File: src/rtl/tbcu_pkg.sv
package tbcu_pkg;

  localparam int unsigned NumCodes  = 7;
  localparam int unsigned CodeW     = 3;
  localparam int unsigned SymW      = 8;
  localparam int unsigned CfgIdxW   = 3;
  localparam int unsigned MaxCodes  = 3;

  typedef logic [CodeW-1:0] code_t;
  typedef logic [SymW-1:0]  sym_t;

  localparam code_t EndCode = code_t'(7);

  typedef enum logic [1:0] {
    PH_0 = 2'd0,
    PH_1 = 2'd1,
    PH_2 = 2'd2
  } phase_t;

endpackage

File: src/rtl/three_bit_code_unpacker.sv
// Unpacks a byte stream of 3-bit codes, most significant bit first, eight
// codes in every three bytes. Bytes arrive on the in_ channel; each byte gives
// two or three results on the out_ channel, one per cycle, with the symbol in
// out_tdata, the end flag in out_tuser and the final result of a byte marked
// by out_tlast. Codes 0 to 6 read the seven-entry symbol table that the cfg_
// port writes (index 0 to 6, other indexes ignored, always ready). Code 7
// gives one result with the end flag and symbol 0; the rest of that byte and
// every later byte are taken and dropped until reset.
// A byte is held in a code buffer and its results step through the output
// register, so the first result of a byte passes the code buffer and then
// the output register before it appears. The single result channel paces the
// input: the next byte is taken in the cycle that the last result of the
// current one moves out. A stalled receiver holds the output register and the
// code buffer, which then stops taking bytes. Reset clears the phase, the
// carried bits, the end state, both valid flags and the symbol table.
module three_bit_code_unpacker (
  input  logic                     clk,
  input  logic                     rst_n,
  // Input item: [7:0] packed_byte.
  input  logic                     in_tvalid,
  output logic                     in_tready,
  input  logic [7:0]               in_tdata,
  // Result item: [7:0] symbol.
  output logic                     out_tvalid,
  input  logic                     out_tready,
  output logic [7:0]               out_tdata,
  // [0] end_marker.
  output logic [0:0]               out_tuser,
  output logic                     out_tlast,
  input  logic                     cfg_valid,
  output logic                     cfg_ready,
  input  logic [tbcu_pkg::CfgIdxW-1:0] cfg_index,
  input  logic [7:0]               cfg_data
);
  import tbcu_pkg::*;

  sym_t   dict_r [NumCodes];

  phase_t phase_r, phase_nxt;
  logic [1:0] carry_r, carry_nxt;
  logic   ended_r, ended_nxt;

  code_t  buf_codes_r [MaxCodes];
  code_t  dec_codes   [MaxCodes];
  logic [1:0] buf_n_r, dec_n;
  logic [1:0] buf_idx_r;
  logic   buf_valid_r;

  logic   out_valid_r;
  sym_t   out_sym_r;
  logic   out_end_r;
  logic   out_last_r;

  logic   in_acc;
  logic   dec_has_end;
  logic   move;
  code_t  cur_code;
  logic   cur_end;
  logic   cur_last;
  sym_t   cur_sym;

  assign cfg_ready = 1'b1;

  always_ff @(posedge clk) begin
    if (!rst_n) begin
      for (int i = 0; i < NumCodes; i++) begin
        dict_r[i] <= '0;
      end
    end else if (cfg_valid && (cfg_index < CfgIdxW'(NumCodes))) begin
      dict_r[cfg_index] <= cfg_data;
    end
  end

  // Split the byte into codes according to the phase of the 3-byte group.
  always_comb begin
    dec_codes[0] = in_tdata[7:5];
    dec_codes[1] = in_tdata[4:2];
    dec_codes[2] = '0;
    dec_n        = 2'd2;
    carry_nxt    = in_tdata[1:0];
    phase_nxt    = PH_1;
    unique case (phase_r)
      PH_1: begin
        dec_codes[0] = {carry_r, in_tdata[7]};
        dec_codes[1] = in_tdata[6:4];
        dec_codes[2] = in_tdata[3:1];
        dec_n        = 2'd3;
        carry_nxt    = {1'b0, in_tdata[0]};
        phase_nxt    = PH_2;
      end
      PH_2: begin
        dec_codes[0] = {carry_r[0], in_tdata[7:6]};
        dec_codes[1] = in_tdata[5:3];
        dec_codes[2] = in_tdata[2:0];
        dec_n        = 2'd3;
        carry_nxt    = 2'b00;
        phase_nxt    = PH_0;
      end
      default: begin
      end
    endcase
    dec_has_end = (dec_codes[0] == EndCode) || (dec_codes[1] == EndCode) ||
                  ((dec_n == 2'd3) && (dec_codes[2] == EndCode));
    ended_nxt   = ended_r || dec_has_end;
  end

  assign cur_code = buf_codes_r[buf_idx_r];
  assign cur_end  = (cur_code == EndCode);
  assign cur_last = cur_end || ((buf_idx_r + 2'd1) == buf_n_r);
  assign cur_sym  = cur_end ? '0 : dict_r[cur_code];
  assign move     = buf_valid_r && (!out_valid_r || out_tready);

  assign in_tready = !buf_valid_r || (move && cur_last);
  assign in_acc    = in_tvalid && in_tready;

  always_ff @(posedge clk) begin
    if (!rst_n) begin
      phase_r     <= PH_0;
      carry_r     <= '0;
      ended_r     <= 1'b0;
      buf_valid_r <= 1'b0;
      buf_idx_r   <= '0;
    end else begin
      if (in_acc && !ended_r) begin
        phase_r     <= phase_nxt;
        carry_r     <= carry_nxt;
        ended_r     <= ended_nxt;
        buf_valid_r <= 1'b1;
        buf_idx_r   <= '0;
      end else if (move) begin
        if (cur_last) begin
          buf_valid_r <= 1'b0;
        end else begin
          buf_idx_r <= buf_idx_r + 2'd1;
        end
      end
    end
  end

  always_ff @(posedge clk) begin
    if (in_acc && !ended_r) begin
      for (int i = 0; i < MaxCodes; i++) begin
        buf_codes_r[i] <= dec_codes[i];
      end
      buf_n_r <= dec_n;
    end
  end

  always_ff @(posedge clk) begin
    if (!rst_n) begin
      out_valid_r <= 1'b0;
    end else if (move) begin
      out_valid_r <= 1'b1;
    end else if (out_tready) begin
      out_valid_r <= 1'b0;
    end
  end

  always_ff @(posedge clk) begin
    if (move) begin
      out_sym_r  <= cur_sym;
      out_end_r  <= cur_end;
      out_last_r <= cur_last;
    end
  end

  assign out_tvalid = out_valid_r;
  assign out_tdata  = out_sym_r;
  assign out_tuser  = out_end_r;
  assign out_tlast  = out_last_r;

  a_idx_in_range: assert property (@(posedge clk) disable iff (!rst_n)
    buf_valid_r |-> (buf_idx_r < buf_n_r))
    else $error("code buffer index beyond its code count");

  a_end_result: assert property (@(posedge clk) disable iff (!rst_n)
    (out_tvalid && out_tuser[0]) |-> (out_tlast && (out_tdata == '0)))
    else $error("end result without last flag or with nonzero symbol");

  a_no_load_after_end: assert property (@(posedge clk) disable iff (!rst_n)
    (ended_r && !buf_valid_r) |=> !buf_valid_r)
    else $error("code buffer loaded after the stream ended");

endmodule
File: config.mk
export PLATFORM = sky130hd
export DESIGN_NAME = three_bit_code_unpacker
export DESIGN_NICKNAME = d
export VERILOG_FILES = /design/src/rtl/tbcu_pkg.sv /design/src/rtl/three_bit_code_unpacker.sv
export SDC_FILE = /design/constraint.sdc
export NUM_CORES = 1
export LEC_CHECK = 0
export BUFFER_PORTS_ARGS = -buffer_cell sky130_fd_sc_hd__buf_2
export CORE_MARGIN = 2
export CORE_UTILIZATION = 36
export CTS_CLUSTER_DIAMETER = 50
export DETAILED_ROUTE_END_ITERATION = 8
export GPL_TIMING_DRIVEN = 0
export PLACE_DENSITY_LB_ADDON = 0.08
export SYNTH_ARGS = -nofsm -noshare
export SYNTH_HDL_FRONTEND = slang
export SYNTH_SLANG_ARGS = --single-unit
File: constraint.sdc
create_clock -name clk -period 2.69 [get_ports clk]
set_clock_uncertainty 0.05 [all_clocks]
set_input_delay 0.1345 -clock clk [delete_from_list [all_inputs] [get_ports clk]]
set_output_delay 0.1345 -clock clk [all_outputs]
set_load 0.02 [all_outputs]
[Yosys cells after proc, flatten, opt, wreduce, memory -nomap -nowiden]
Memory sizes are Yosys's and may differ from the RTL's. A register that Yosys moved wholly into a read port is not among the register bits.
Cells that the tools add are included.
Word-level totals
  register bits after elaboration: 13
  bits in writable memories: 65
  output and inout bits: 13
  logic and storage cells: 66
  memories: 2
Memories
  dict_r: depth 7, bits a word 8, rd ports 1, clocked after Yosys merged registers in 1, wr ports 7, line three_bit_code_unpacker.sv:37  | sym_t dict_r [NumCodes];
  buf_codes_r: depth 3, bits a word 3, rd ports 1, clocked after Yosys merged registers in 1, wr ports 3, line three_bit_code_unpacker.sv:43  | code_t buf_codes_r [MaxCodes];
Operators by class
  add/sub/neg operators: 1
  $lt $le $gt $ge: 1
  equal/unequal tests: 8
  muxes and demuxes: 20
  bitwise operators: 2
  reductions and logical operators: 23
Operators with widths (count)
  9-bit case mux with 2 select lines: 1
  1-bit 2-to-1 mux: 13
  3-bit equality test (second input constant): 4
  8-bit 2-to-1 mux: 1
  2-bit case mux with 2 select lines: 2
  8-bit OR reduction: 1
  1-bit logical AND: 6
  1-bit logical OR: 6
  2-bit nonzero test: 3
  2-bit equality test (second input constant): 2
  2-bit 2-to-1 mux: 2
  2-bit AND reduction: 2
  2-bit OR reduction: 2
  1-bit logical NOT: 3
  3-bit < comparator (second input constant): 1
  3-bit 2-to-1 mux: 1
  2-bit by 1-bit adder with 2-bit output (second input constant): 1
  2-bit by 1-bit equality test with 1-bit output (second input constant): 1
  2-bit equality test: 1
  1-bit NOT: 2

[Longest topological paths before layout]
  depth in word-level cells: 9
  mapped depth: 9
  mapped depth without buffers: 7

[Least setup slack after synthesis]
OpenSTA, ideal clock, no wires.
  path kind: reg2reg
  start: reg (tool-made name)
  end: reg buf_valid_r
  library setup time: 0.153 ns
  data arrival time: 1.815 ns
  required time: 2.487 ns
  path slack: 0.671 ns
  cell stages (with the launch flop): 8
  clock period less this slack: 2.019 ns
  path through: dfxtp_1 -> clkbuf_2 -> nand2_1 -> o21a_1 -> clkbuf_1 -> o31a_1 -> o21ai_0 -> a21boi_0
RTL lines
  end signal, assigned: line three_bit_code_unpacker.sv:121  | buf_valid_r <= 1'b0;
  end signal, assigned: line three_bit_code_unpacker.sv:128  | buf_valid_r <= 1'b1;
  end signal, assigned: line three_bit_code_unpacker.sv:132  | buf_valid_r <= 1'b0;
  end, declared: line three_bit_code_unpacker.sv:47  | logic buf_valid_r;

==> results.sh <==
export IMPL_grt_first_pass_wirelength_microns=13100
export IMPL_drtPass1Iterations=4
export IMPL_routed_top_layer="met4"
export IMPL_hp_start="cfg_data[5]"
export IMPL_wl_per_cell_microns=16.0
export IMPL_path_class="reg2out"
export IMPL_vias=2530
export IMPL_antenna_left=0
export IMPL_mostFrequentLayoutCells="edfxtp_1, nor2_1, buf_2"
export IMPL_grt_overflow=0
export IMPL_final_nets=396
export IMPL_leakage_uw=0.00164
export IMPL_path_cells="clkbuf_2, nand2_1, o21a_1, clkbuf_1, o31a_1, o21ai_0, buf_2"
export IMPL_ios=37
export IMPL_rows=38
export IMPL_synth_seq_cells=87
export IMPL_final_common_cell="edfxtp_1"
export IMPL_ir_drop_mv=0.206
export IMPL_reg2reg_depth=6
export IMPL_setup_viol=0
export IMPL_clock_latency_ps=350
export IMPL_crit_arrival_ps=2110
export IMPL_clockBufferDepth=2
export IMPL_gp_congestion=0.722
export IMPL_synth_cell_types=42
export IMPL_cpLargestDelayFamily="compound AO/OA/AOI/OAI gates"
export IMPL_synth_nets=351
export IMPL_cts_setup_buffers=0
export IMPL_maxSlewViolCount=0
export IMPL_met2_length_microns=3510
export IMPL_grt_start_max_net_pins=19
export IMPL_reg2reg_slack_ps=430
export IMPL_clk_pin_slew_worst_paths_ps=90
export IMPL_io_buffers=33
export IMPL_start_util_pct=36.6
export IMPL_pre_cts_slack_ps=419
export IMPL_track_usage_pct=15.2
export IMPL_cts_resized=0
export IMPL_tightestPinTransition_ps=1020
export IMPL_outcome="completed"
export IMPL_cpMaxStageDelayCell="o31a_1"
export IMPL_max_cap_violations=0
export IMPL_period_needed_ps=2290
export IMPL_seq_area_frac_synth_pct=61.6
export IMPL_dp_hpwl_microns=6110
export IMPL_drtIter0Drc=98
export IMPL_finalInstanceArea_sq_um=4440
export IMPL_grt_pass1_vias=2434
export IMPL_powerDensity_nw_per_um2=671
export IMPL_syn_inst=324
export IMPL_max_slew_margin_pct=31.9
export IMPL_coreArea_sq_um=10700
export IMPL_postSynthAreaPerCell_sq_um=12.1
export IMPL_cts_max_level=3
export IMPL_clock_sinks=87
export IMPL_met3_length_microns=306
export IMPL_cp_end_kind="output port"
export IMPL_holdBufCountCts=0
export IMPL_rsz0062_at_grt="false"
export IMPL_path_buf_inv=3
export IMPL_syn_to_final_growth_pct=13.0
export IMPL_synth_edff_count=68
export IMPL_fp_dieArea_sq_um=11800
export IMPL_antenna_found_initial=0
export IMPL_setup_tns_ps=0
export IMPL_hold_depth=2
export IMPL_hp_class="in2reg"
export IMPL_hold_violations=0
export IMPL_met1_length_microns=4260
export IMPL_required_ps=2510
export IMPL_cts_inserted_buffers=9
export IMPL_fillerInstances=1063
export IMPL_syn_area_sq_um=3930
export IMPL_setup_ws_ps=397
export IMPL_synth_ff_type="edfxtp_1"
export IMPL_num_antenna_cells=0
export IMPL_clock_fmax_mhz=436
export IMPL_r2r_end="out_tdata[6]"
export IMPL_die_w_microns=108
export IMPL_wl_microns=8230
export IMPL_synthArstFlopShare_pct=0
export IMPL_ys_warnings_count=0
export IMPL_fin_crit_sh_pct=85.2
export IMPL_postPlaceCellArea_sq_um=4270
export IMPL_die_y_microns=108
export IMPL_worst_setup_path_start_kind="flip-flop"
export IMPL_max_stage_delay_ps=360
export IMPL_drc_errors=0
export IMPL_critPathMaxFanout=10
export IMPL_tritoncts="yes"
export IMPL_viasPerCell=4.92
export IMPL_clockRootBuffer="clkbuf_8"
export IMPL_holdPathEnd="dict_r[4][5]"
export IMPL_drive_gt1_share_pct=17.9
[Yosys cell counts, drive strengths merged (2+ instances only)]
| master | n | area share [%] |
|---|---|---|
| a22oi | 9 | 1.7 |
| dfxtp | 19 | 9.7 |
| nand3 | 4 | 0.51 |
| inv | 13 | 1.2 |
| clkbuf | 12 | 1.2 |
| nand2b | 6 | 0.96 |
| nand2 | 32 | 3.1 |
| a221oi | 16 | 3.6 |
| mux2i | 27 | 6.9 |
| nor3b | 5 | 0.96 |
| buf | 5 | 1.2 |
| and2 | 8 | 1.3 |
| a21oi | 5 | 0.64 |
| o21a | 4 | 0.76 |
| a31oi | 3 | 1.0 |
| o311ai | 2 | 0.45 |
| edfxtp | 68 | 52 |
| ha | 3 | 0.96 |
| nor2 | 42 | 4.1 |
| nor2b | 7 | 1.1 |
| mux2 | 8 | 2.3 |
| xor2 | 2 | 0.45 |
| o21ai | 11 | 1.7 |
| o211ai | 2 | 0.38 |
| nor3 | 2 | 0.25 |
[how the worst max path moves through the flow]
stage | start | endpoint | slack, ps | cells after the start
2_1_floorplan | flip-flop | buf_valid_r | 670 | 7
3_3_place_gp | flip-flop | out_tdata[0] | 420 | 6
3_5_place_dp | buf_valid_r | flip-flop | 420 | 4
4_1_cts | flip-flop | in_tready | 360 | 7
5_1_grt | flip-flop | in_tready | 200 | 7
6_report | flip-flop | in_tready | 400 | 7
[sequential cells by signal (all words and copies together) (netlist names), named ones only]
name,flops
dict_r,56
buf_codes_r,9
out_tdata,8
buf_idx_r,2
carry_r,2
phase_r,2
buf_n_r,1
buf_valid_r,1
ended_r,1
out_tlast,1
out_tuser,1
out_tvalid,1
[logic make-up after synthesis]
kind of cell,count (synthesis),synth area share (%)
AOI/OAI and AO/OA,57,11.3
adders and majority gates,3,0.955
other,1,0.0954
buffers and inverters,30,3.66
muxes,35,9.17
DFF,87,61.6
and+or+nand+nor,109,12.7
xor gates and xnor gates,2,0.446
[report_power, final]
part           switching [uW]  leakage [uW]  internal [uW]
Combinational             352      0.000754            213
Sequential               36.0      0.000808           1580
Clock                     472     0.0000781            331
Total                     860       0.00164           2120
[per-stage QoR]
stage	instances	utilization (%)	hold WS [ps]	power, uW
final	514	41.3	15.6	2980
after CTS	513	41.3	5.79	3010
after global routing	514	41.3	13.0	3130
after global placement	497	39.7	378	2210
after detailed placement	497	39.7	380	2210
after floorplan	324	-	254	2040
[metal layers]
layer	vias to the layer above	global-route usage (%)
met5	-	0
met4	0	6.32
met3	11	2.95
met2	48	21.2
met1	1199	23.0
li1	1272	-
[area by class of cell]
cell class	count	area [sq um]	area share, %
timing repair buffer	34	170	3.83
tap	140	175	3.94
multi-input combinational	207	1360	30.7
buffer	17	95.1	2.14
clock buffer	10	128	2.87
sequential	87	2420	54.6
inverter	13	48.8	1.10
clock inverter	6	37.5	0.845
(Power assumes the default switching activity.)
